--- config.mk ---
export PLATFORM = sky130hd
export DESIGN_NAME = pgftl_ram
export DESIGN_NICKNAME = d
export VERILOG_FILES = /design/src/sv/pgftl_ram.sv
export SDC_FILE = /design/constraint.sdc
export NUM_CORES = 1
export LEC_CHECK = 0
export BUFFER_PORTS_ARGS = -buffer_cell sky130_fd_sc_hd__buf_4
export CORE_MARGIN = 10
export CORE_UTILIZATION = 54
export DETAILED_ROUTE_END_ITERATION = 8
export PLACE_DENSITY = 0.8
export SLEW_MARGIN = 10
export SYNTH_ARGS = -nofsm -noshare
export SYNTH_HDL_FRONTEND = slang
export SYNTH_SLANG_ARGS = --single-unit
--- constraint.sdc ---
create_clock -name clock -period 1.5 [get_ports clock]
set_input_delay 0.15 -clock clock [delete_from_list [all_inputs] [get_ports clock]]
set_output_delay 0.15 -clock clock [all_outputs]
set_load 0.01 [all_outputs]
--- src/sv/pgftl_ram.sv ---
// generic single write, single read memory with registered read data
`timescale 1ns / 1ps
module pgftl_ram #(
   parameter int WIDTH  = 8,
   parameter int ADDR_W = 4
) (
   input  logic              clock,
   input  logic              we,
   input  logic [ADDR_W-1:0] waddr,
   input  logic [WIDTH-1:0]  wdata,
   input  logic [ADDR_W-1:0] raddr,
   output logic [WIDTH-1:0]  rdata
);
   logic [WIDTH-1:0] mem_ff [2**ADDR_W];
   logic [WIDTH-1:0] rdata_ff;

   always_ff @(posedge clock) begin
      if (we) begin
         mem_ff[waddr] <= wdata;
      end
      rdata_ff <= mem_ff[raddr];
   end

   assign rdata = rdata_ff;
endmodule

# Yosys cells after proc, flatten, opt, wreduce, memory -nomap -nowiden
# Memories as Yosys holds them, arrays and structs flattened. A register that Yosys moved wholly into a read port is not among the register bits.
# Cells that the tools add are included.
# totals
reg_bits	0
inputBits	18
memories	1
ramBits	128
out_inout_bits	8
elab_cells	3
# mem_list
name	words	word_bits	rd	rd_ports_with_merged_regs	wr	line	source
mem_ff	16	8	1	1	1	14	logic [WIDTH-1:0] mem_ff [2**ADDR_W];
# classes
n_mux	2
# ops
cell	count
$mux W1	2

# Logic depth before layout (Yosys ltp)
# Gate-level depths: netlist of the first run.
# depth
word_depth	2
ltp_mapped	5
ltp_nobuf	3

# Worst setup path before layout of the first run
# No wires, ideal clock.
# synth_path
kind	in2reg
from	input waddr[2]
to	memory mem_ff[0][0] (enable)
t_required_ns	1.117
stages	2
slack_ns	-0.143
arrival_time_ns	1.260
cell_sequence	or3b_2 > nor3_1
# synth_rtl
element	line	source
start, declared	9	input logic [ADDR_W-1:0] waddr,
end, declared	14	
# Straight into the memory's write port.

==> results of run 1 <==
## per-stage QoR
stage	setup WS [ns]	std cells	TNS (ns)	power, W	hold WS, ns
2_1_floorplan	0.08385	229	0	0.004574	0.2489
6_report	0.1166	440	0	0.008786	0.1530
3_3_place_gp	-0.02218	400	-0.02218	0.004782	0.4482
5_1_grt	0.01418	440	0	0.009058	0.1348
4_1_cts	0.1242	440	0	0.008846	0.1257
3_5_place_dp	-0.02014	400	-0.03300	0.004803	0.4710
## power by group
part	switching, W	leakage, nW	total [W]	internal, W
clock	0.00148	0.285	0.00404	0.00257
sequential	0.0000298	1.22	0.00428	0.00425
combinational	0.000237	0.680	0.000463	0.000226
total	0.00174	2.19	0.00879	0.00704
## final timing paths
| check | to | cells after the start |
|---|---|---|
| hold / removal | mem_ff[4][7] | 3 |
| setup reg to reg | rdata[3] | 3 |
| setup / recovery | rdata[3] | 3 |
| hold reg to reg | rdata[6] | 3 |
## critical path, delay by kind of cell (launching register included)
family	cells	cell delay [ns]
AO/OA/AOI/OAI	1	0.31
multiplexers	1	0.51
AND/OR/NAND/NOR	1	0.08
flip-flops	1	0.36
## cell usage in the layout, fill, tap and decap left out, types with 4 or more instances in the layout
cell type      instances
clkbuf_16             16
dlygate4sd3_1          8
nor2_1                13
mux4_1                14
a22oi_1               16
mux4_2                18
clkinv_2               4
buf_4                 49
dfxtp_1                8
nand2_1                9
edfxtp_1             128
## sequential cells by signal (all words and copies together), names as in the netlist
signal,count
mem_ff,128
rdata,8
## cell type report
cell class	instances	area [um2]
flip-flops and latches	136	4004
fillers	582	2918
multi-input cells	83	1062
repair buffers	60	508.0
clock buffers	20	435.4
well taps	129	161.4
clock inverters	12	151.4
## per-layer routing
| layer | part of all wire, % | wire (um) |
|---|---|---|
| met1 | 43 | 4297 |
| met2 | 50 | 5010 |
| met5 | 0 | 0 |
| met3 | 6.5 | 654 |
| met4 | 1.3 | 132 |
## cells by family (layout without fill, tap and decap cells)
family          count (synthesis)  after routing  share of synthesized area (%)
compound gates                 16             16                          2.334
simple gates                   35             35                          3.184
flops                         136            136                          77.78
mux                            32             32                          15.02
buf+inv                        10             92                          1.677
==> impl_metrics.env, run 1 <==
export IMPL_status="complete, no violations"
export IMPL_synth_net_count=247
export IMPL_first_pass_iters=5
export IMPL_insertion_delay_ns=0.52
export IMPL_r2r_slack_ns=0.12
export IMPL_netlist_instances=229
export IMPL_drive_above_1_share_pct=32.80
export IMPL_grt_pass1_wl_um=15810
export IMPL_worstHoldStart="waddr[0]"
export IMPL_post_cts_buffers=0
export IMPL_grt_overflow_total=0
export IMPL_synth_seq_area_share_pct=77.78
export IMPL_ys_top_cells_by_area="edfxtp_1, mux4_2, mux4_1"
export IMPL_critPathArrivalTime_ns=1.78
export IMPL_crit_start="mem_ff[9][3]"
export IMPL_grt_pass1_vias=2636
export IMPL_worstMarginPinSlew_ns=0.4158
export IMPL_syn2layout_area_growth_pct=22.82
export IMPL_wl_per_cell_um=22.94
export IMPL_ys_ff_latch=136
export IMPL_clock_skew_ns=0.01306
export IMPL_period_share_pct=92.23
export IMPL_cp_end_kind="flip-flop"
export IMPL_gp_congestion=0.7421
export IMPL_slowest_delay_ns=0.51
export IMPL_track_usage_pct=15.26
export IMPL_report_final_slew_viol_count=0
export IMPL_grt_max_degree=21
export IMPL_htreeDepth=4
export IMPL_ios=26
export IMPL_core_um2=9240
export IMPL_clk_pin_slew_ns=0.06
export IMPL_cts_resized=0
export IMPL_cts_tree="yes"
export IMPL_gr_max_usage_layer="met2"
export IMPL_design_area_um2=6322
export IMPL_initial_core_util_pct=55.71
export IMPL_synth_cell_types=19
export IMPL_power_density_nw_per_um2=1390
export IMPL_yosysWarningCount=0
export IMPL_clock_fmax_mhz=722.8
export IMPL_vias_per_cell=5.698
export IMPL_nets=316
export IMPL_die_w_um=117.6
export IMPL_grt_use_met2_pct=23.57
export IMPL_max_cap_violations=0
export IMPL_post_synth_cell_area_avg_um2=22.48
export IMPL_post_route_drc_count=0
export IMPL_crit_slowest_cell="mux4_1"
export IMPL_clock_sinks=136
export IMPL_antenna_cells=0
export IMPL_clockRootBuffer="clkbuf_8"
export IMPL_drtAntennaViolNets=0
export IMPL_grtUsageMet1_pct=19.30
export IMPL_numCtsBuffers=17
export IMPL_power_leakage_nw=2.189
export IMPL_synthDominantCellAreaShare_pct=74.67
export IMPL_setup_worst_path_class="reg -> reg"
export IMPL_cts_max_path_buffers=2
export IMPL_rsz0062_at_grt="no"
export IMPL_path_max_fanout=1
export IMPL_grt_util_met3_pct=5.372
export IMPL_placed_cell_area_um2=5655
export IMPL_synthArstFlopShare_pct=0
export IMPL_slew_headroom_pct=72.28
export IMPL_drt_iter0_markers=232
export IMPL_die_area_um2=13840
export IMPL_dieHeight_um=117.6
export IMPL_vias=2507
export IMPL_synth_edf_count=128
export IMPL_irDropWorstVdd_uv=765.1
export IMPL_startpoint_type="flip-flop"
export IMPL_dp_hpwl_um=6316
export IMPL_hp_class="in -> reg"
export IMPL_path_cells="mux4_1, a22oi_1, nand2_1"
export IMPL_rows=35
export IMPL_crit_required_ns=1.89
export IMPL_finalSetupViolCount=0
export IMPL_drt_total_wl_um=10100
export IMPL_yosysMostFrequentCell="edfxtp_1"
export IMPL_antenna_found_initial=0
export IMPL_finalCriticalPeriod_ns=1.383
export IMPL_cts_hold_buf=8
export IMPL_place_port_buffers=25
export IMPL_ys_top_cells_by_count="edfxtp_1, mux4_2, a22oi_1"
export IMPL_synthFlopType="edfxtp_1"
export IMPL_yosysTopAreaCell="edfxtp_1"
export IMPL_reg2reg_from="mem_ff[9][3]"
export IMPL_hold_viol=0
export IMPL_netlist_area_um2=5147
export IMPL_post_route_util_pct=68.42
(Power assumes the default switching activity.)
==> run 2, diff against run 1 <==
--- a/config.mk
+++ b/config.mk
@@ -6,10 +6,11 @@
 export NUM_CORES = 1
 export LEC_CHECK = 0
 export BUFFER_PORTS_ARGS = -buffer_cell sky130_fd_sc_hd__buf_4
+export CAP_MARGIN = 25
 export CORE_MARGIN = 10
-export CORE_UTILIZATION = 54
+export CORE_UTILIZATION = 60
 export DETAILED_ROUTE_END_ITERATION = 8
-export PLACE_DENSITY = 0.8
+export PLACE_DENSITY = 0.84
 export SLEW_MARGIN = 10
 export SYNTH_ARGS = -nofsm -noshare
 export SYNTH_HDL_FRONTEND = slang
==> constraint.sdc (replaced) <==
create_clock -name clock -period 1.55 [get_ports clock]
set_input_delay 0.155 -clock clock [delete_from_list [all_inputs] [get_ports clock]]
set_output_delay 0.155 -clock clock [all_outputs]
set_load 0.01 [all_outputs]
==> run 2 against run 1 <==
Via count is 5.3% higher. Final area is 0.83% lower. Combinational power down 1%. First-iteration DRC count did not move. Power shrank 4.0%. Sequential share of layout area up 0.53 points. Core utilization is 7.1 points higher. Worst hold slack better by 0.0028 ns. Highest routed layer unchanged.
==> impl_metrics.env, run 2 (same netlist as run 1, synthesis figures left out) <==
export IMPL_status="complete, no violations"
export IMPL_drive_above_1_share_pct=32.58
export IMPL_nets=315
export IMPL_power_leakage_nw=2.180
export IMPL_whs_ns=0.1558
export IMPL_hp_class="in -> reg"
export IMPL_place_port_buffers=25
export IMPL_drt_iter0_markers=232
export IMPL_largest_register_ffs=128
export IMPL_vias_per_cell=6.359
export IMPL_grt_max_degree=17
export IMPL_regMostFlops="mem_ff"
export IMPL_htreeDepth=4
export IMPL_first_pass_iters=5
export IMPL_wl_per_cell_um=26.98
export IMPL_finalCriticalPeriod_ns=1.421
export IMPL_dpl_worst_slack_ns=0.02592
export IMPL_layout_commonest_cell="edfxtp_1"
export IMPL_gp_congestion=0.7800
export IMPL_antenna_found_initial=0
export IMPL_grt_overflow_total=0
export IMPL_period_share_pct=91.69
export IMPL_tns_ns=0
export IMPL_antenna_cells=0
export IMPL_cts_max_path_buffers=2
export IMPL_cp_end_kind="flip-flop"
export IMPL_path_max_fanout=1
export IMPL_num_fill_cells=435
export IMPL_clock_fmax_mhz=703.6
export IMPL_grt_pass1_wl_um=17330
export IMPL_track_usage_pct=18.58
export IMPL_die_w_um=112.6
export IMPL_cts_resized=0
export IMPL_clockRootBuffer="clkbuf_8"
export IMPL_slew_headroom_pct=72.46
export IMPL_cts_tree="yes"
export IMPL_hold_viol=0
export IMPL_clock_skew_ns=0.004170
export IMPL_finalSetupViolCount=0
export IMPL_drtAntennaViolNets=0
export IMPL_power_density_nw_per_um2=1345
export IMPL_clk_pin_slew_ns=0.06
export IMPL_crit_required_ns=1.96
export IMPL_numCtsBuffers=17
export IMPL_initial_core_util_pct=62.02
export IMPL_report_final_slew_viol_count=0
export IMPL_rows=33
export IMPL_clock_sinks=136
export IMPL_max_cap_violations=0
export IMPL_syn2layout_area_growth_pct=21.80
export IMPL_grt_pass1_vias=2871
export IMPL_irDropWorstVdd_uv=969.2
export IMPL_crit_slowest_cell="mux4_1"
export IMPL_worstMarginPinSlew_ns=0.4130
export IMPL_path_cells="mux4_1, a22oi_1, nand2_1"
export IMPL_critPathArrivalTime_ns=1.84
export IMPL_setup_slack_ns=0.1288
export IMPL_insertion_delay_ns=0.53
export IMPL_die_area_um2=12680
export IMPL_dp_hpwl_um=6545
export IMPL_drt_total_wl_um=11200
export IMPL_ios=26
export IMPL_post_route_drc_count=0
export IMPL_rsz0062_at_grt="no"
export IMPL_startpoint_type="flip-flop"
export IMPL_vias=2639
export IMPL_dieHeight_um=112.6
export IMPL_core_um2=8299
export IMPL_layout_common_cells="edfxtp_1, buf_4, mux4_2, a22oi_1, clkbuf_16"
export IMPL_ff_latch_area_um2=4004
export IMPL_setup_worst_path_class="reg -> reg"
export IMPL_slowest_delay_ns=0.56
export IMPL_multi_input_area_um2=1062
[run 2: cell types whose count changed in the layout (fill, tap and decap cells not counted), sizes merged]
cell | previous run | this run
buf | 52 | 51
bufinv | 3 | 2
clkinv | 7 | 9
clkinvlp | 2 | 1
[run 2: final cells by class]
| type | instances | share of cell area, % |
|---|---|---|
| well taps | 105 | 2.095 |
| multi-input cells | 83 | 16.94 |
| clock buffers | 20 | 7.104 |
| repair buffers | 59 | 7.982 |
| clock inverters | 12 | 2.016 |
| flip-flops and latches | 136 | 63.86 |
[run 2: repair_timing]
item	4_1_cts	5_1_grt
hold buffers	8	0
hold endpoints to repair	128	0
buffers inserted	0	0
endpoints found under the setup margin	0	0
[run 2: stage by stage]
step	std cells	instance area [um2]	utilization, %	power [W]
floorplan	229	5152	-	0.004426
global placement	375	5618	67.69	0.004623
detailed placement	375	5618	67.69	0.004646
CTS	415	6270	75.55	0.008468
global route	415	6270	75.55	0.008651
finish	415	6270	75.55	0.008435
[run 2: worst max-delay path: cells and delay by family (launching register included)]
kind / cells / cell delay (ns)
multiplexers: 1 / 0.56
flip-flops: 1 / 0.39
AO/OA/AOI/OAI: 1 / 0.27
AND/OR/NAND/NOR: 1 / 0.09
[run 2: final timing paths]
kind,startpoint,to,slack (ns),depth (start not counted)
setup / recovery,mem_ff[1][5],rdata[5],0.13,3
hold / removal,waddr[0],mem_ff[4][2],0.16,3
setup reg to reg,mem_ff[1][5],rdata[5],0.13,3
hold reg to reg,mem_ff[14][3],rdata[3],0.67,3
[run 2: where the power goes]
group	switching (W)	internal (W)
registers	0.0000291	0.00411
clock network	0.00147	0.00236
logic	0.000238	0.000219
total	0.00174	0.00669
[run 2: per-layer routing]
| layer | vias up | global-route usage, % | share of wire [%] |
|---|---|---|---|
| li1 | 1108 | - | - |
| met2 | 165 | 30.45 | 52 |
| met3 | 27 | 4.792 | 7.6 |
| met1 | 1339 | 22.47 | 38 |
| met4 | 0 | 8.968 | 2.6 |
| met5 | - | 0 | 0 |
==> run 3, diff against run 2 <==
--- a/config.mk
+++ b/config.mk
@@ -7,7 +7,6 @@
 export LEC_CHECK = 0
 export BUFFER_PORTS_ARGS = -buffer_cell sky130_fd_sc_hd__buf_4
 export CAP_MARGIN = 25
-export CORE_MARGIN = 10
 export CORE_UTILIZATION = 60
 export DETAILED_ROUTE_END_ITERATION = 8
 export PLACE_DENSITY = 0.84
==> run 3 against run 2 <==
Setup slack improved by 0.021 ns. Sequential share of layout area rose by 0.18 points. Largest cell class unchanged. Final cell count fell by 0.48%. Final area fell by 0.28%. Largest power group unchanged. Non-clock buffer count fell by 2. Flip-flop and latch count did not move.
==> impl_metrics.env, run 3 (same netlist as run 1, synthesis figures left out) <==
export IMPL_status="complete, no violations"
export IMPL_critPathArrivalTime_ns=1.80
export IMPL_holdPathEnd="mem_ff[4][2]"
export IMPL_cts_hold_buf=8
export IMPL_place_port_buffers=25
export IMPL_largest_register_ffs=128
export IMPL_ios=26
export IMPL_setup_worst_path_class="reg -> reg"
export IMPL_critical_path_top_delay_family="multiplexers"
export IMPL_slew_headroom_pct=75.84
export IMPL_num_fill_cells=421
export IMPL_hp_class="in -> reg"
export IMPL_antenna_cells=0
export IMPL_clk_pin_slew_ns=0.06
export IMPL_rsz0062_at_grt="no"
export IMPL_slowest_delay_ns=0.53
export IMPL_report_final_slew_viol_count=0
export IMPL_initial_core_util_pct=62.33
export IMPL_clock_sinks=136
export IMPL_top_layer_used="met4"
export IMPL_vias_per_cell=6.206
export IMPL_drtAntennaViolNets=0
export IMPL_hold_viol=0
export IMPL_met2_length_um=5239
export IMPL_irDropWorstVdd_uv=891.1
export IMPL_vias=2563
export IMPL_gp_congestion=0.7748
export IMPL_max_cap_violations=0
export IMPL_rows=33
export IMPL_core_um2=8258
export IMPL_worstHoldStart="waddr[0]"
export IMPL_layout_commonest_cell="edfxtp_1"
export IMPL_cts_tree="yes"
export IMPL_dp_hpwl_um=6410
export IMPL_grt_max_degree=17
export IMPL_die_w_um=94.63
export IMPL_swShare_pct=20.90
export IMPL_multi_input_area_um2=1062
export IMPL_crit_required_ns=1.95
export IMPL_internal_power_w=0.006611
export IMPL_clock_skew_ns=0.005652
export IMPL_path_max_fanout=1
export IMPL_cts_max_path_buffers=2
export IMPL_r2r_end="rdata[2]"
export IMPL_clkPwrFrac_pct=45.1
export IMPL_r2r_slack_ns=0.15
export IMPL_clockRootBuffer="clkbuf_8"
export IMPL_antenna_found_initial=0
export IMPL_tns_ns=0
export IMPL_period_share_pct=90.34
export IMPL_power_density_nw_per_um2=1337
export IMPL_finalSetupViolCount=0
export IMPL_die_area_um2=8954
export IMPL_cts_resized=0
export IMPL_post_route_util_pct=75.71
export IMPL_numCtsBuffers=17
export IMPL_p_sw_w=0.001747
export IMPL_finalCriticalPeriod_ns=1.400
export IMPL_first_pass_iters=5
export IMPL_worstMarginPinSlew_ns=0.3624
export IMPL_cp_end_kind="flip-flop"
export IMPL_grt_pass1_vias=2653
export IMPL_drt_iter0_markers=245
export IMPL_drt_total_wl_um=10180
export IMPL_wl_met1_um=4110
export IMPL_layout_common_cells="edfxtp_1, buf_4, mux4_2, a22oi_1, clkbuf_16"
export IMPL_drive_above_1_share_pct=32.79
export IMPL_crit_slowest_cell="mux4_1"
export IMPL_htreeDepth=4
export IMPL_whs_path_depth=3
export IMPL_startpoint_type="flip-flop"
export IMPL_clock_fmax_mhz=714.2
export IMPL_power_leakage_nw=2.151
export IMPL_regMostFlops="mem_ff"
export IMPL_p_comb_share_pct=5.3
export IMPL_dieHeight_um=94.63
export IMPL_syn2layout_area_growth_pct=21.46
export IMPL_insertion_delay_ns=0.51
export IMPL_wl_per_cell_um=24.64
export IMPL_ff2ff_path_depth=3
export IMPL_whs_ns=0.1593
export IMPL_grt_pass1_wl_um=15210
export IMPL_cp_depth=3
export IMPL_ff_latch_area_um2=4004
export IMPL_route_met3_wl_um=607
export IMPL_grt_overflow_total=0
export IMPL_post_cts_buffers=0
export IMPL_path_cells="mux4_1, a22oi_1, nand2_1"
export IMPL_track_usage_pct=25.57
export IMPL_reg2reg_from="mem_ff[1][2]"
export IMPL_crit_buf_inv=0
export IMPL_power_share_sequential_pct=49.5
export IMPL_nets=313
export IMPL_post_route_drc_count=0
## run 3: stage by stage
step | cells | worst slack [ns] | instance area (um2) | total power (W)
after CTS | 413 | 0.1487 | 6252 | 0.008401
after global placement | 373 | 0.06745 | 5603 | 0.004616
after global routing | 413 | 0.1289 | 6252 | 0.008597
after detailed placement | 373 | -0.01375 | 5603 | 0.004643
final | 413 | 0.1498 | 6252 | 0.008358
after floorplan | 229 | 0.1289 | 5152 | 0.004426
## run 3: worst max path at each step
stage | from | to | slack [ns]
2_1_floorplan | waddr[2] | mem_ff[3][0] | 0.13
3_3_place_gp | raddr[0] | rdata[0] | 0.07
3_5_place_dp | raddr[0] | rdata[5] | -0.01
4_1_cts | mem_ff[0][2] | rdata[2] | 0.15
5_1_grt | mem_ff[0][2] | rdata[2] | 0.13
6_report | mem_ff[1][2] | rdata[2] | 0.15
## run 3: layout make-up
| cell class | instances | area share, % |
|---|---|---|
| Clock inverter | 15 | 2.481 |
| Multi-Input combinational cell | 83 | 16.99 |
| Tap cell | 105 | 2.101 |
| Clock buffer | 17 | 6.624 |
| Timing Repair Buffer | 57 | 7.765 |
| Sequential cell | 136 | 64.04 |
## run 3: tightest hold or removal path, cell delays in order
cell and delay (ns):
buf_4 0.13, nor3_1 0.07, buf_4 0.15
## run 3: metal layers
metal / GRT usage (%) / vias to the layer above
met5: 0 / -
met4: 10.61 / 0
met3: 6.602 / 17
met2: 40.47 / 114
met1: 34.27 / 1318
li1: - / 1114
## run 3: power by group through the flow
stage	Clock, W	Combinational, W	Sequential, W
global placement	0	0.000408	0.00421
floorplan	0	0.000209	0.00422
CTS	0.00381	0.000450	0.00414
global route	0.00398	0.000477	0.00415
finish	0.00377	0.000446	0.00414
detailed placement	0	0.000428	0.00421
