--- src/sv/pgftl_pkg.sv ---
// shared constants, types and operation codes of the page-mapped translation core
`timescale 1ns / 1ps
package pgftl_pkg;
   localparam int NUM_BLOCKS      = 64;
   localparam int PAGES_PER_BLOCK = 32;
   localparam int NUM_KEYS        = 1024;

   localparam int BLK_W  = $clog2(NUM_BLOCKS);
   localparam int PG_W   = $clog2(PAGES_PER_BLOCK);
   localparam int KEY_W  = $clog2(NUM_KEYS);
   localparam int CNT_W  = $clog2(PAGES_PER_BLOCK + 1);
   localparam int FREE_W = $clog2(NUM_BLOCKS + 1);
   localparam int PIDX_W = BLK_W + PG_W;
   localparam int MAP_W  = 1 + BLK_W + PG_W;
   localparam int COPY_W = 32;

   typedef enum logic [1:0] {
      ALU_DEC_SAT,
      ALU_INC,
      ALU_LT
   } alu_op_type;

   typedef struct packed {
      logic [CNT_W-1:0] res;
      logic             flag;
   } alu_res_type;

   typedef struct packed {
      logic             ok;
      logic [BLK_W-1:0] blk;
      logic [PG_W-1:0]  pg;
   } map_entry_type;
endpackage

--- src/sv/pgftl_alu.sv ---
// shared count unit: saturating decrement, increment and less-than compare
`timescale 1ns / 1ps
module pgftl_alu (
   input  pgftl_pkg::alu_op_type          op,
   input  logic [pgftl_pkg::CNT_W-1:0]    a,
   input  logic [pgftl_pkg::CNT_W-1:0]    b,
   output pgftl_pkg::alu_res_type         result
);
   always_comb begin
      result = '0;
      case (op)
         pgftl_pkg::ALU_DEC_SAT: begin
            result.res  = (a == '0) ? a : a - pgftl_pkg::CNT_W'(1);
            result.flag = (a == '0);
         end
         pgftl_pkg::ALU_INC: begin
            result.res  = a + pgftl_pkg::CNT_W'(1);
            result.flag = 1'b0;
         end
         pgftl_pkg::ALU_LT: begin
            result.res  = a;
            result.flag = (a < b);
         end
         default: begin
            result = '0;
         end
      endcase
   end
endmodule

--- config.mk ---
export PLATFORM = sky130hd
export DESIGN_NAME = pgftl_alu
export DESIGN_NICKNAME = d
export VERILOG_FILES = /design/src/sv/pgftl_pkg.sv /design/src/sv/pgftl_alu.sv
export SDC_FILE = /design/constraint.sdc
export NUM_CORES = 1
export LEC_CHECK = 0
export BUFFER_PORTS_ARGS = -buffer_cell sky130_fd_sc_hd__buf_2
export CAP_MARGIN = 20
export CORE_AREA = 2 2 39 41
export DETAILED_ROUTE_END_ITERATION = 12
export DIE_AREA = 0 0 41 43
export GPL_ROUTABILITY_DRIVEN = 0
export PLACE_DENSITY_LB_ADDON = 0.1
export SLEW_MARGIN = 20
export SYNTH_ARGS = -nofsm -noshare
export SYNTH_HDL_FRONTEND = slang
export SYNTH_SLANG_ARGS = --single-unit
--- constraint.sdc ---
create_clock -name vclk -period 1
set_clock_uncertainty 0.2 [all_clocks]
set_input_delay 0.05 -clock vclk [all_inputs]
set_output_delay 0.05 -clock vclk [all_outputs]
set_load 0.02 [all_outputs]
Word-level counts from Yosys, hierarchy flattened
Cells that the tools add are included.
{"block": "word_totals", "wordCells": 9, "inputBits": 14, "regBits": 0, "output_inout_bits": 7}
{"block": "classes", "n_eq_ne": 2, "n_mux": 2, "addsub": 2, "order_cmp": 1, "n_reduce_logical": 2}
{"op": "$pmux W7 S3", "count": 1}
{"op": "$add A6 B1 Y6 const B", "count": 1}
{"op": "$logic_not A6 Y1", "count": 1}
{"op": "$lt A6 B6 Y1", "count": 1}
{"op": "$mux W6", "count": 1}
{"op": "$sub A6 B1 Y6 const B", "count": 1}
{"op": "$eq A2 B1 Y1 const B", "count": 1}
{"op": "$eq A2 B2 Y1 const B", "count": 1}
{"op": "$logic_not A2 Y1", "count": 1}

Longest topological paths before layout
Gate-level depths: netlist of run 1.
{"block": "logic_depth", "word_depth": 3, "mapped_depth": 6, "depth_no_buf": 6}

Least setup slack after synthesis of run 1
No wires, ideal clock.
{"block": "synth_timing", "path_type": "input to output", "from": "in a[0] in the netlist's numbering", "to": "out result[1] in the netlist's numbering", "t_required_ns": 0.750, "arrival_time_ns": 1.185, "stages": 6, "setup_slack_ns": -0.435, "cell_sequence": "inv_1 ha_1 nor3b_2 nand2_1 nor2_1 o32ai_1"}
{"item": "start, declared", "line_no": "pgftl_alu.sv:5", "rtl": "input logic [pgftl_pkg::CNT_W-1:0] a,"}
{"item": "end, declared", "line_no": "pgftl_alu.sv:7", "rtl": "output pgftl_pkg::alu_res_type result"}

==> reports/metrics.cfg, run 1 <==
[run_status]
status = complete, but fails checks
violations = negative setup slack

[critical_path]
arrival_ns = 1.15
crit_fanout = 3
crit_family = compound AO/OA/AOI/OAI gates
crit_path_start_kind = input pin
path_cells = buf_12 > inv_12 > ha_4 > nor3b_4 > a21oi_2 > mux2i_1 > o22ai_2 > buf_6
cp.required_ns = 0.75
cp_num_cells = 8
startpoint = a[1]
max_stage_delay_ns = 0.25
end_kind = output port
path_buf_inv = 3
critical_path_class = input pin to output port
slowest_stage = mux2i_1

[timing]
post-route-min-period_ns = 1.397
slew_viol_final = 0
setup_viol = 7
worst_slack_ns = -0.3975
period_share = 1.397
worst_pin_slew_ns = 0.2815
slew_headroom = 0.8099
clock.fmax_ghz = 0.7156
finalHoldViolations = 0
grt_setup_unrepaired = yes

[synth]
synth_top_area_share = 0.1928
yosys.area.top_type = ha_1
yosys.area_share.simple = 0.2771
synthTopCellsByArea = ha_1, inv_1, nor2_1, xor2_1, nand2b_1
synthXorXnorAreaFrac = 0.05060
synth_fp_nets = 95
yosysMostFrequentCell = inv_1
ys_top_cells_by_count = inv_1, ha_1, nor2_1
synth_compound_area_frac = 0.3301
yosys.cell_types.count = 32
netlist_area_um2 = 519.2
synth_top_family_by_area = compound AO/OA/AOI/OAI gates
yosysSeqAreaShare = 0
synth.area.mux_share = 0.01928
synth_cells = 73
yosys.area_share.adder = 0.1928
yosysWarnings = 0
avgSynthCellArea_um2 = 7.113

[die]
die_height_um = 43
fp-row-count = 14
die_w_um = 41
start_util = 0.3752
io_pins = 21
dieArea_um2 = 1763
core-area_um2 = 1384

[grt]
grt_max_degree = 12
grt_overflow_total = 0
grt.total_usage = 0.2320
first_global_vias = 663
grt_use_met1 = 0.2762
use_met3 = 0
busiest_layer = met2
grt_use_met2 = 0.4438
antenna_found_initial = 0
grt_pass1_wl_mm = 2.939

[place]
place_hpwl_mm = 1.316
place_inst = 126
port_buffers = 21
placed_area_um2 = 924.6

[route]
drt_wl_total_mm = 1.789
wl_per_cell_um = 13.87
viasPerCell = 5.434
drt_iter0_markers = 6
first_pass_iters = 4
drc_errors = 0
postRouteAntennaNets = 0
num_vias = 701

[power_and_ir_drop]
totalPowerFinal_uw = 528.2
p_leak_uw = 0.0004867
power_density_nw_per_um2 = 472.7
vdd_ir_drop_max_v = 0.0003465

[finish]
drive_above_1_share = 0.6460
area_delta_synth_final_pct = 115.2
nets = 137
num-clock-buffers = 0
seq_cell_count = 0
fin_util = 0.8074
instances_no_fill = 129
antenna_cells = 0
final_cell_area_um2 = 1117
seq_area_um2 = 0

[cts]
cts_hold_buf = 0

[worst_hold_path]
hold_depth = 4
holdCritPathClass = input pin to output port
worstHoldStart = op[0]

[run]
drv_cap = 0

[tightest hold or removal path: cells and delay by family]
| kind | cells | cell delay (ns) |
|---|---|---|
| AO/OA/AOI/OAI | 1 | 0.06 |
| buffers and inverters | 3 | 0.34 |
[cell usage in the layout, fill, tap and decap left out, types with 2 or more instances in the layout]
cell type   n
buf_4      22
buf_6       9
buf_2       7
inv_1       6
buf_12      5
nor2_1      4
a31oi_1     3
nand2b_1    3
xor2_1      3
a21oi_2     3
ha_1        3
ha_4        3
inv_12      2
o21a_1      2
o21ai_1     2
o21ai_2     2
nand2_1     2
nand3_1     2
o22ai_2     2
nor2_2      2
ha_2        2
[report_power, final]
part           switching (µW)  internal (µW)
Combinational             247            281
Sequential                  0              0
Clock                       0              0
[kinds of logic after synthesis]
kind of cell,count (synthesis)
AND/OR/NAND/NOR,23
XOR/XNOR,3
buffers and inverters,13
AO/OA/AOI/OAI,25
adder cells (fa/ha/maj),8
multiplexers,1
[timing repair]
action	4_1_cts	5_1_grt
buffers inserted	2	1
pin swaps	6	7
gates resized for setup	40	10
setup endpoints to repair	7	7
[worst paths after layout]
check / slack [ns] / end
setup / recovery: -0.40 / result[2]
hold / removal: 0.31 / result[0]
[routing by layer]
| metal | routed length, µm | vias up |
|---|---|---|
| met5 | 0 | - |
| met2 | 990 | 12 |
| met1 | 750 | 336 |
| met3 | 32 | 2 |
| met4 | 16 | 0 |
| li1 | - | 351 |
[final cells by class]
class / count / area [µm²]
Multi-Input combinational cell: 60 / 614.3
Timing Repair Buffer: 44 / 416.7
Fill cell: 92 / 266.5
Inverter: 9 / 66.31
Tap cell: 16 / 20.02
[per-stage QoR]
stage	setup WS [ns]	TNS, ns	hold WS, ns
after floorplan	-0.1596	-0.6027	0.0004358
after global routing	-0.4204	-2.533	0.3274
final	-0.3975	-2.301	0.3096
after detailed placement	-0.4990	-2.992	0.3223
after global placement	-0.4337	-2.826	0.3074
after CTS	-0.4057	-2.334	0.3052
(Power assumes the default switching activity.)
==> run 2: changes to the inputs <==
--- a/config.mk
+++ b/config.mk
@@ -5,6 +5,7 @@
 export SDC_FILE = /design/constraint.sdc
 export NUM_CORES = 1
 export LEC_CHECK = 0
+export ABC_AREA = 1
 export BUFFER_PORTS_ARGS = -buffer_cell sky130_fd_sc_hd__buf_2
 export CAP_MARGIN = 20
 export CORE_AREA = 2 2 39 41
@@ -12,6 +13,8 @@
 export DIE_AREA = 0 0 41 43
 export GPL_ROUTABILITY_DRIVEN = 0
 export PLACE_DENSITY_LB_ADDON = 0.1
+export RECOVER_POWER = 25
+export SKIP_LAST_GASP = 1
 export SLEW_MARGIN = 20
 export SYNTH_ARGS = -nofsm -noshare
 export SYNTH_HDL_FRONTEND = slang
==> run 2 against run 1 <==
- the flow still finishes with violations (negative setup slack)
- setup slack better by 0.17 ns
- combinational power down 11%
- die area unchanged
- global-route usage down 3.4 points
- critical path depth unchanged
- critical endpoint is now result[5]
==> reports/metrics.cfg, run 2 <==
[critical_path]
crit_path_start_kind = input pin
crit_fanout = 4  ; +1
path_cells = buf_12 > clkinvlp_4 > ha_4 > nand2_2 > xor2_1 > nand2_1 > nand3_2 > buf_6
end_kind = output port
cp.required_ns = 0.75  ; about the same
critical_path_class = input pin to output port
slowest_stage = ha_4
arrival_ns = 0.98  ; -0.17 ns
max_stage_delay_ns = 0.19  ; -0.06 ns

[route]
wl_per_cell_um = 10.76  ; -22%
top_layer_used = met3
viasPerCell = 4.709  ; -13%
drt_iter0_markers = 4  ; -2
first_pass_iters = 2  ; -2
num_vias = 697  ; -0.57%
wl_met3_um = 55  ; +72%
met1Wirelength_um = 665  ; -11%
drt_wl_total_mm = 1.593  ; -11%
drc_errors = 0  ; unchanged
postRouteAntennaNets = 0  ; unchanged
met2_length_um = 872  ; -12%

[place]
place_ws_ns = -0.3452  ; +0.1538 ns
place_hpwl_mm = 1.202  ; -8.7%
port_buffers = 21  ; unchanged

[run_status]
status = complete, but fails checks
violations = negative setup slack

[die]
die_height_um = 43  ; unchanged
die_w_um = 41  ; unchanged
dieArea_um2 = 1763  ; unchanged
core-area_um2 = 1384  ; unchanged
start_util = 0.3816  ; +0.006329
io_pins = 21  ; unchanged
fp-row-count = 14  ; unchanged

[grt]
grt_overflow_total = 0  ; unchanged
grt.total_usage = 0.1978  ; -0.03420
first_global_vias = 632  ; -4.7%
grt_max_degree = 8  ; -4
antenna_found_initial = 0  ; unchanged
grt_pass1_wl_mm = 2.511  ; -15%

[power_and_ir_drop]
clockPowerShare = 0  ; unchanged
seqPwrFrac = 0  ; unchanged
power_density_nw_per_um2 = 457.1  ; -3.3%
totalPowerFinal_uw = 472.4  ; -11%
internal-power_uw = 233.1  ; -17%
sw_frac_of_total = 0.5066  ; +0.03887
p_leak_uw = 0.0005020  ; +3.1%
switchingPower_uw = 239.3  ; -3.1%
vdd_ir_drop_max_v = 0.0002832  ; -18%
p_comb_frac = 1.000  ; about the same

[timing]
period_share = 1.226  ; -0.1713
finalHoldViolations = 0  ; unchanged
setup_viol = 7  ; unchanged
post-route-min-period_ns = 1.226  ; -0.1713 ns
worst_pin_slew_ns = 0.2537  ; -0.02788 ns
worst_slack_ns = -0.2262  ; +0.1713 ns
grt_setup_unrepaired = yes
clock.fmax_ghz = 0.8156  ; +14%
slew_viol_final = 0  ; unchanged
whs_ns = 0.3075  ; -0.002166 ns
slew_headroom = 0.8303  ; +0.02035

[synth]
yosysWarnings = 0  ; unchanged
synth_compound_area_frac = 0.08294  ; -0.2472
yosysMostFrequentCell = nand2_1
yosys.area_share.simple = 0.5047  ; +0.2276
avgSynthCellArea_um2 = 5.443  ; -23%
yosys.area_share.adder = 0.1896  ; -0.003198
synthXorXnorAreaFrac = 0.06635  ; +0.01575
synth_fp_nets = 119  ; +25%
synth_top_area_share = 0.2346  ; +0.04183
synth.area.mux_share = 0  ; -0.01928
ys_top_cells_by_count = nand2_1, inv_1, ha_1
synthTopCellsByArea = nand2_1, ha_1, inv_1, nand3_1, nand3_2
netlist_area_um2 = 528.0  ; +1.7%
synth_cells = 97  ; +33%
yosys.area.top_type = nand2_1
yosys.cell_types.count = 18  ; -44%
yosysSeqAreaShare = 0  ; unchanged
synth_top_family_by_area = simple AND/OR/NAND/NOR gates

[finish]
area_delta_synth_final_pct = 95.73
seq_cell_count = 0  ; unchanged
seq_area_um2 = 0  ; unchanged
nets = 156  ; +14%
num-clock-buffers = 0  ; unchanged
final.fill_count = 112  ; +22%
antenna_cells = 0  ; unchanged
mostFrequentLayoutCells = nand2_1, buf_4, inv_1, nand2_2, buf_6
final_common_cell = nand2_1
drive_above_1_share = 0.5682  ; -0.07784
multi_input_area_um2 = 611.8  ; -0.41%
fin_util = 0.7468  ; -0.06058

[worst_hold_path]
min_to = result[1]
holdCritPathClass = input pin to output port
worstHoldStart = op[1]
hold_depth = 5  ; +1

[run]
drv_cap = 0  ; unchanged

[cts]
cts_hold_buf = 0  ; unchanged

[run 2: layout make-up]
class	count	area share
Multi-Input combinational cell	77	0.5920
Timing Repair Buffer	36	0.3111
Inverter	19	0.07748
Tap cell	16	0.01937
[run 2: layer usage]
layer	vias to the layer above	track usage
met2	15	0.3781
li1	376	-
met5	-	0
met1	306	0.2437
met4	0	0
met3	0	0
[run 2: worst max path at each step]
stage                     start         to  slack (ns)
after floorplan            a[0]  result[5]       -0.01
after global placement     a[0]  result[5]       -0.30
after detailed placement   a[0]  result[5]       -0.35
final                      a[0]  result[5]       -0.23
after global routing       a[0]  result[5]       -0.29
after CTS                  a[3]  result[2]       -0.21
[run 2: critical path: cells and delay by family]
kind | cells | cell delay, ns
adder cells (fa/ha/maj) | 1 | 0.19
buffers and inverters | 3 | 0.33
AND/OR/NAND/NOR | 3 | 0.22
XOR/XNOR | 1 | 0.17
[run 2: kinds of logic after synthesis]
family / count (synthesis)
AOI/OAI and AO/OA: 8
xor gates and xnor gates: 4
adders and majority gates: 8
buffers and inverters: 20
and+or+nand+nor: 57
[run 2: through the flow]
stage | TNS, ns | area (µm²) | instances
after floorplan | -0.009799 | 563.0 | 97
after global routing | -1.604 | 1033 | 148
after CTS | -1.267 | 969.7 | 148
after global placement | -1.827 | 794.5 | 147
final | -1.250 | 1033 | 148
after detailed placement | -1.973 | 794.5 | 147
[run 2: timing repair]
| action | in CTS | in global routing |
|---|---|---|
| resized for setup | 42 | 17 |
| setup buffers | 1 | 0 |
| pin swaps | 18 | 9 |
| cloned | 0 | 0 |
| setup endpoints to repair | 7 | 7 |
[run 2: power by group through the flow]
stage | clock network (µW) | logic, µW | registers [µW]
after global placement | 0 | 338 | 0
after detailed placement | 0 | 344 | 0
final | 0 | 472 | 0
after CTS | 0 | 434 | 0
after global routing | 0 | 515 | 0
after floorplan | 0 | 198 | 0
==> run 3: changes to the inputs <==
--- a/config.mk
+++ b/config.mk
@@ -12,7 +12,7 @@
 export DETAILED_ROUTE_END_ITERATION = 12
 export DIE_AREA = 0 0 41 43
 export GPL_ROUTABILITY_DRIVEN = 0
-export PLACE_DENSITY_LB_ADDON = 0.1
+export PLACE_DENSITY = 0.77
 export RECOVER_POWER = 25
 export SKIP_LAST_GASP = 1
 export SLEW_MARGIN = 20
==> constraint.sdc (replaced) <==
create_clock -name vclk -period 1.4
set_clock_uncertainty 0.2 [all_clocks]
set_input_delay 0.07 -clock vclk [all_inputs]
set_output_delay 0.07 -clock vclk [all_outputs]
set_load 0.02 [all_outputs]
==> run 3 against run 2 <==
- the run now ends clean
- hold slack better by 0.036 ns
- die area unchanged
- power down 57%
- final cell count down 8.1%
- utilization down 26 points
- critical endpoint is now result[6]
- largest power group unchanged
==> reports/metrics.cfg, run 3 (same netlist as run 2, synthesis figures left out) <==
[timing]
worst_pin_slew_ns = 0.2121  ; -0.04156 ns
worst_slack_ns = 0.08666  ; +0.3128 ns
grt_setup_unrepaired = yes
slew_headroom = 0.8581  ; +0.02781
period_share = 0.9381
finalHoldViolations = 0  ; unchanged
whs_ns = 0.3438  ; +0.03631 ns
post-route-min-period_ns = 1.313
clock.fmax_ghz = 0.7614
setup_viol = 0  ; -7
slew_viol_final = 0  ; unchanged

[grt]
grt_overflow_total = 0  ; unchanged
grt_pass1_wl_mm = 2.125  ; -15%
grt_max_degree = 11  ; +3
grt.total_usage = 0.1618  ; -0.03596
antenna_found_initial = 0  ; unchanged
first_global_vias = 539  ; -15%

[die]
start_util = 0.3816  ; unchanged
die_w_um = 41  ; unchanged
core-area_um2 = 1384  ; unchanged
die_height_um = 43  ; unchanged
io_pins = 21  ; unchanged
dieArea_um2 = 1763  ; unchanged
fp-row-count = 14  ; unchanged

[place]
place_hpwl_mm = 1.073  ; -11%
port_buffers = 21  ; unchanged
place_ws_ns = 0.04878  ; +0.3940 ns
place_inst = 136  ; -7.5%

[run_status]
status = finished clean

[finish]
final.fill_count = 147  ; +31%
multi_input_area_um2 = 445.4  ; -27%
fin_util = 0.4837  ; -0.2631
num-clock-buffers = 0  ; unchanged
seq_cell_count = 0  ; unchanged
final_common_cell = nand2_1
instances_no_fill = 136  ; -8.1%
area_delta_synth_final_pct = 26.78
drive_above_1_share = 0.2833  ; -0.2848
seq_area_um2 = 0  ; unchanged
mostFrequentLayoutCells = nand2_1, buf_2, inv_1, ha_1, nand3_1
antenna_cells = 0  ; unchanged
nets = 144  ; -7.7%

[worst_hold_path]
holdCritPathClass = input pin to output port
worstHoldStart = op[1]

[critical_path]
cp.required_ns = 1.13  ; +0.38 ns
end_kind = output port
critical_path_class = input pin to output port
arrival_ns = 1.04  ; +0.06 ns
crit_path_start_kind = input pin
crit_fanout = 3  ; -1
startpoint = a[0]

[route]
postRouteAntennaNets = 0  ; unchanged
num_vias = 651  ; -6.6%
first_pass_iters = 4  ; +2
drt_wl_total_mm = 1.237  ; -22%
drt_iter0_markers = 13  ; +9
drc_errors = 0  ; unchanged
wl_per_cell_um = 9.096  ; -15%
viasPerCell = 4.787  ; +1.6%

[power_and_ir_drop]
p_leak_uw = 0.0004119  ; -18%
totalPowerFinal_uw = 205.2  ; -57%
power_density_nw_per_um2 = 306.5  ; -33%
vdd_ir_drop_max_v = 0.0001243  ; -56%

[run]
drv_cap = 0  ; unchanged

[cts]
cts_hold_buf = 0  ; unchanged

[run 3: cell types whose count changed in the layout (fill, tap and decap cells not counted), moves of 3 or more]
cell     delta
buf_6      -11
buf_4      -10
nand2_1    +10
buf_2       +9
nand2_2     -9
ha_1        +8
ha_4        -8
inv_1       +5
nor2_1      +4
o21ai_0     +3
[run 3: metal layers]
metal	wire [µm]	up-vias	share of wire	global-route usage
li1	-	354	-	-
met1	574	283	0.46	0.2120
met2	609	14	0.49	0.2969
met3	53	0	0.043	0
met4	0	0	0	0
met5	0	-	0	0
[run 3: cell type report]
class | instances | share of cell area
multi-input cells | 77 | 0.6654
repair buffers | 24 | 0.1981
inverters | 19 | 0.1065
well taps | 16 | 0.02991
[run 3: per-stage QoR]
| step | area, µm² | setup TNS, ns |
|---|---|---|
| after floorplan | 528.0 | 0 |
| after global placement | 664.4 | 0 |
| after detailed placement | 664.4 | 0 |
| after CTS | 664.4 | 0 |
| after global routing | 669.4 | -0.0007422 |
| final | 669.4 | 0 |
[run 3: worst paths after layout]
check / to / slack, ns / depth (start not counted)
max: result[6] / 0.09 / 9
min: result[1] / 0.34 / 5
[run 3: critical path, cell delays in order]
cell     delay [ns]
buf_2          0.12
inv_1          0.10
ha_1           0.20
nand3_2        0.12
nand2_2        0.10
inv_2          0.05
nand2_1        0.08
nand3_2        0.05
buf_2          0.16
[run 3: where the power goes]
group	switching [µW]	internal [µW]
logic	125	80.2
registers	0	0
clock network	0	0
[run 3: timing repair]
action / CTS / global route
setup buffers: 0 / 0
setup endpoints to repair: 0 / 4
resized for setup: 0 / 3
